**src/hw/rtl/nfa_pkg.sv**
```systemverilog
// Shared types and constants for the NOR flash array model.
// Used by nfa_lane, nfa_merge, nor_flash_array_model and the testbench; no dependencies.

package nfa_pkg;

    // Array geometry
    localparam int LANES          = 8;
    localparam int LANE_BITS      = 3;
    localparam int ADDR_BITS      = 12;
    localparam int LEN_BITS       = 13;
    localparam int TOTAL_BYTES    = 4096;
    localparam int ROWS           = TOTAL_BYTES / LANES;
    localparam int ROW_BITS       = ADDR_BITS - LANE_BITS;
    localparam int ROW_CNT_BITS   = ROW_BITS + 1;
    localparam int SECTOR_BITS    = 8;
    localparam int MAX_READ_BYTES = 512;

    localparam logic [7:0] ERASED_RESET = 8'hFF;

    // Command codes
    localparam logic [2:0] OP_READ        = 3'd0;
    localparam logic [2:0] OP_PROGRAM     = 3'd1;
    localparam logic [2:0] OP_ERASE       = 3'd2;
    localparam logic [2:0] OP_BLANK_CHECK = 3'd3;
    localparam logic [2:0] OP_ERASE_ALL   = 3'd4;

    // Request on the input channel
    typedef struct packed {
        logic [2:0]           op;
        logic [ADDR_BITS-1:0] address;
        logic [LEN_BITS-1:0]  length;
        logic [63:0]          program_data;
    } in_item_t;

    // Result on the output channel
    typedef struct packed {
        logic        job_ok;
        logic [63:0] read_data;
        logic [3:0]  valid_bytes;
        logic        last;
    } out_item_t;

    // Per-lane command from the sequencer
    typedef struct packed {
        logic                rd_en;
        logic                wr_en;
        logic                wr_prog;   // write rdata & ref_byte instead of ref_byte
        logic [ROW_BITS-1:0] row;
        logic [7:0]          ref_byte;  // erased value, program byte or fill byte
    } lane_cmd_t;

    // Per-lane status back to the merge stage
    typedef struct packed {
        logic [7:0] data;
        logic       blank_bad;
        logic       prog_bad;
    } lane_stat_t;

    // Merged view of one row access
    typedef struct packed {
        logic [63:0] data;
        logic        blank_fail;
        logic        prog_fail;
    } merge_t;

endpackage

```
**src/hw/rtl/nfa_merge.sv**
```systemverilog
// Merge stage: rotates lane bytes into address order and ORs the lane checks.
// Depends on nfa_pkg.

module nfa_merge (
    input  nfa_pkg::lane_stat_t           stat [nfa_pkg::LANES],
    input  logic [nfa_pkg::LANE_BITS-1:0] start_lane,
    input  logic [nfa_pkg::LANES-1:0]     pos_mask,
    output nfa_pkg::merge_t               merged
);

    logic [nfa_pkg::LANE_BITS-1:0] bank;

    // Byte position i comes from bank (start_lane + i) mod LANES
    always_comb begin
        merged = '0;
        bank   = '0;
        for (int i = 0; i < nfa_pkg::LANES; i++) begin
            bank = start_lane + nfa_pkg::LANE_BITS'(i);
            if (pos_mask[i]) begin
                merged.data[i*8 +: 8] = stat[bank].data;
                merged.blank_fail     = merged.blank_fail | stat[bank].blank_bad;
                merged.prog_fail      = merged.prog_fail | stat[bank].prog_bad;
            end
        end
    end

endmodule

```
**config.mk**
```make
export PLATFORM = sky130hd
export DESIGN_NAME = nfa_merge
export DESIGN_NICKNAME = d
export VERILOG_FILES = /design/src/hw/rtl/nfa_pkg.sv /design/src/hw/rtl/nfa_merge.sv
export SDC_FILE = /design/constraint.sdc
export NUM_CORES = 1
export LEC_CHECK = 0
export ABC_CLOCK_PERIOD_IN_PS = 5700
export BUFFER_PORTS_ARGS = -buffer_cell sky130_fd_sc_hd__buf_2
export CAP_MARGIN = 10
export CELL_PAD_IN_SITES_DETAIL_PLACEMENT = 0
export CELL_PAD_IN_SITES_GLOBAL_PLACEMENT = 1
export CORE_UTILIZATION = 36
export DETAILED_ROUTE_END_ITERATION = 8
export GPL_ROUTABILITY_DRIVEN = 1
export PLACE_DENSITY_LB_ADDON = 0.1
export SLEW_MARGIN = 5
export SYNTH_ARGS = -nofsm -noshare
export SYNTH_HDL_FRONTEND = slang
export SYNTH_SLANG_ARGS = --single-unit
export TNS_END_PERCENT = 5
```
**constraint.sdc**
```tcl
create_clock -name vclk -period 5.7
set_clock_uncertainty 0.2 [all_clocks]
set_input_delay 1.14 -clock vclk [all_inputs]
set_output_delay 1.14 -clock vclk [all_outputs]
set_load 0.03 [all_outputs]
```
# --- Yosys cells after proc, flatten, opt, wreduce, memory -nomap -nowiden ---
# Cells that the tools add are included.
op_classes:
  add_sub_neg: 7
  n_mul: 0
  div: 0
  n_lt_le_gt_ge: 8
  eq_ne: 0
  shift: 0
  n_mux: 39
  n_bitwise: 22
  reduce_logical: 0
op_table:
  columns: ["cell", "count"]
  rows:
  - ["$bmux 10 s3", 8]
  - ["$mux 10", 17]
  - ["$mux 8", 7]
  - ["$ge 4x4->1 const B", 8]
  - ["$not 3->4", 8]
  - ["$mux 2", 7]
  - ["$or 1x1->1", 14]
  - ["$add 3x3->3 const B", 4]
  - ["$add 3x2->3 const B", 2]
  - ["$add 3x1->3 const B", 1]
totals:
  register_bits: 0
  latch_bits: 0
  ramBits: 0
  rom_bits: 0
  in_bits: 91
  output_inout_bits: 66
  word_cells: 76
  memories: 0

# --- Depth between registers and ports, before layout ---
depth:
  ltp_word: 19
  depth_mapped: 11
  mapped_depth_nobuf: 7

# --- Worst setup path after synthesis ---
# No wires, ideal clock.
synth_timing:
  path_kind: "input-to-output"
  startpoint: "input port start_lane[1] in the netlist's numbering"
  endpoint: "output port merged[47] in the netlist's numbering"
  arrival_ns: 3.962
  required_ns: 4.360
  slack_ns: 0.398
  cell_stages: 10
  path_buffers: 5
  path_cell_list: "buf_2 -> buf_2 -> buf_1 -> inv_1 -> ha_1 -> buf_2 -> clkbuf_1 -> mux4_2 -> nand2_1 -> a21boi_0"
synth_lines:
  columns: ["element", "line", "source"]
  rows:
  - ["start: declaration", "nfa_merge.sv:6", "input logic [nfa_pkg::LANE_BITS-1:0] start_lane,"]
  - ["end: declaration", "nfa_merge.sv:8", "output nfa_pkg::merge_t merged"]

==> impl_metrics.env <==
export IMPL_synth_area_sq_um=3300
export IMPL_avgSynthCellArea_sq_um=9.38
export IMPL_antenna_found_initial=0
export IMPL_worst_slack_ps=705
export IMPL_final_min_period_over_clock_period=0.876
export IMPL_finalSetupViolCount=0
export IMPL_min_from="pos_mask[1]"
export IMPL_syn_nets=445
export IMPL_first_global_vias=3337
export IMPL_fin_area_sq_um=4170
export IMPL_start_kind="input port"
export IMPL_setup_tns_ps=0
export IMPL_failed_checks="DRC"
export IMPL_tightest_slew_ps=1130
export IMPL_multi_input_area_sq_um=3160
export IMPL_cts_setup_buffers=0
export IMPL_n_fill_cell=872
export IMPL_n_clock_buffer=0
export IMPL_dpl_hpwl_um=9060
export IMPL_yosys_area_top_type_share=0.518
export IMPL_grt_overflow_total=0
export IMPL_path_class="in2out"
export IMPL_slew_headroom=0.242
export IMPL_routed_wl_um=12100
export IMPL_cts_resized=0
export IMPL_path_max_fanout=36
export IMPL_area_delta_synth_final_pct=26.3
export IMPL_synth_area_leader_cell="mux4_2"
export IMPL_synthDistinctLibCells=31
export IMPL_drv_cap=0
export IMPL_holdPathStages=3
export IMPL_yosys_warnings=0
export IMPL_start_util=0.375
export IMPL_hold_buffers=0
export IMPL_wl_per_cell_um=20.5
export IMPL_core_sq_um=8810
export IMPL_p_leak_nw=1.86
export IMPL_ys_top_cells_by_area="mux4_2, nand2_1, a21boi_0"
export IMPL_critPathCaptureType="primary output"
export IMPL_critical_path_required_ps=4360
export IMPL_fin_hold_ws_ps=2580
export IMPL_rsz0062_at_grt="false"
export IMPL_layout_drive_gt1_share=0.527
export IMPL_drt_first_iter_violations=190
export IMPL_grt_max_degree=51
export IMPL_ant_nets=0
export IMPL_grt_pass1_wl_um=18600
export IMPL_finalCriticalPeriod_ps=4990
export IMPL_num_io_pins=157
export IMPL_drt_drc_violations_left=22
export IMPL_hold_viol_final=0
export IMPL_timing_fmax_mhz=200
export IMPL_firstDrtPassIters=6
export IMPL_powerDensity_nw_per_um2=127
export IMPL_seq_cells=0
export IMPL_outcome="complete, but fails checks"
export IMPL_avgViaCountPerCell=6.15
export IMPL_port_buffers=157
export IMPL_ir_drop_uv=107
export IMPL_final_seq_area_sq_um=0
export IMPL_netlist_instances=352
export IMPL_place_gp_congestion=0.802
export IMPL_die_area_sq_um=9560
export IMPL_grtUsageTotal=0.246
export IMPL_dp_slack_ps=673
export IMPL_placed_area_sq_um=4170
export IMPL_holdPathEnd="merged[13]"
export IMPL_arrival_ps=3650
export IMPL_fp_dieH_um=97.8
export IMPL_nNetsFinal=577
export IMPL_hp_class="in2out"
export IMPL_slew_violations=0
export IMPL_die_w_um=97.8
export IMPL_rows=34
export IMPL_antenna_cells=0
export IMPL_routed_via_count=3626
export IMPL_ys_seq_area_frac=0
## cell type report
class,instances,area share
Inverter,2,0.00180
Multi-Input combinational cell,312,0.757
Tap cell,108,0.0324
Timing Repair Buffer,168,0.209
## power breakdown
part | total [mW] | leakage (nW) | switching, mW | internal (mW)
Sequential | 0 | 0 | 0 | 0
Clock | 0 | 0 | 0 | 0
Combinational | 0.531 | 1.86 | 0.316 | 0.216
## worst max-delay path: stages
cell,delay (ps)
buf_2,320
inv_1,100
ha_2,400
buf_4,470
mux4_2,410
nand2_1,90
nand2_1,50
a222oi_1,320
nand4b_1,140
buf_2,190
## synth_stat cells (all sizes together)
cell type,n
a222oi,1
xnor2,3
o31ai,1
a31oi,1
a32o,1
o221ai,1
nand2,110
mux4,76
or4,1
a311oi,1
xor2,3
a32oi,1
a21boi,48
nand2b,1
o2111ai,1
nand3,8
nor2b,16
o21ai,1
nand4b,2
clkbuf,19
ha,2
a21oi,1
o22ai,1
nand4,3
buf,19
mux2,4
mux2i,23
and3,1
inv,2
## layer usage
layer,track usage,vias up,part of all wire
li1,-,1634,-
met1,0.368,1796,0.43
met2,0.416,190,0.48
met3,0.0122,6,0.076
met4,0.0163,0,0.0061
met5,0,-,0
## layout by cell type, fill, tap and decap left out
cell and instances:
a21boi_0 48, a222oi_1 1, nand2b_1 1, buf_2 156, nand3_1 8, o22ai_1 1
ha_1 1, nand4b_1 2, buf_4 12, o21ai_0 1, or4_1 1, a31oi_1 1
a32oi_1 1, a21oi_1 1, xor2_2 2, a32o_1 1, nand2_1 110, nor2b_1 16
and3_1 1, mux2i_1 23, inv_1 2, o2111ai_1 1, a311oi_1 1, o31ai_1 1
xnor2_2 3, ha_2 1, o221ai_1 1, xor2_1 1, mux2_2 4, mux4_2 76
nand4_1 3
## how the worst max path moves through the flow
stage	startpoint	endpoint	slack, ps	cells after the start
final	start_lane[1]	merged[0]	710	10
after global routing	start_lane[1]	merged[0]	470	10
after CTS	start_lane[1]	merged[0]	670	10
after detailed placement	start_lane[1]	merged[0]	670	10
after global placement	start_lane[1]	merged[0]	730	10
after floorplan	start_lane[1]	merged[47]	400	10
## per-stage QoR
stage | total power [mW] | util | cells
global route | 0.570 | 0.474 | 590
detailed placement | 0.527 | 0.474 | 590
global placement | 0.521 | 0.474 | 590
finish | 0.531 | 0.474 | 590
floorplan | 0.369 | - | 352
CTS | 0.530 | 0.474 | 590
## kinds of logic (layout without fill, tap and decap cells)
| logic type | after synthesis | in the layout | synth area share |
|---|---|---|---|
| xor+xnor | 6 | 6 | 0.0159 |
| compound gates | 59 | 59 | 0.135 |
| buf+inv | 40 | 170 | 0.0557 |
| fa+ha+maj | 2 | 2 | 0.00757 |
| simple gates | 142 | 142 | 0.184 |
| mux | 103 | 103 | 0.602 |
Note: power is estimated with default switching activity, not from simulation.
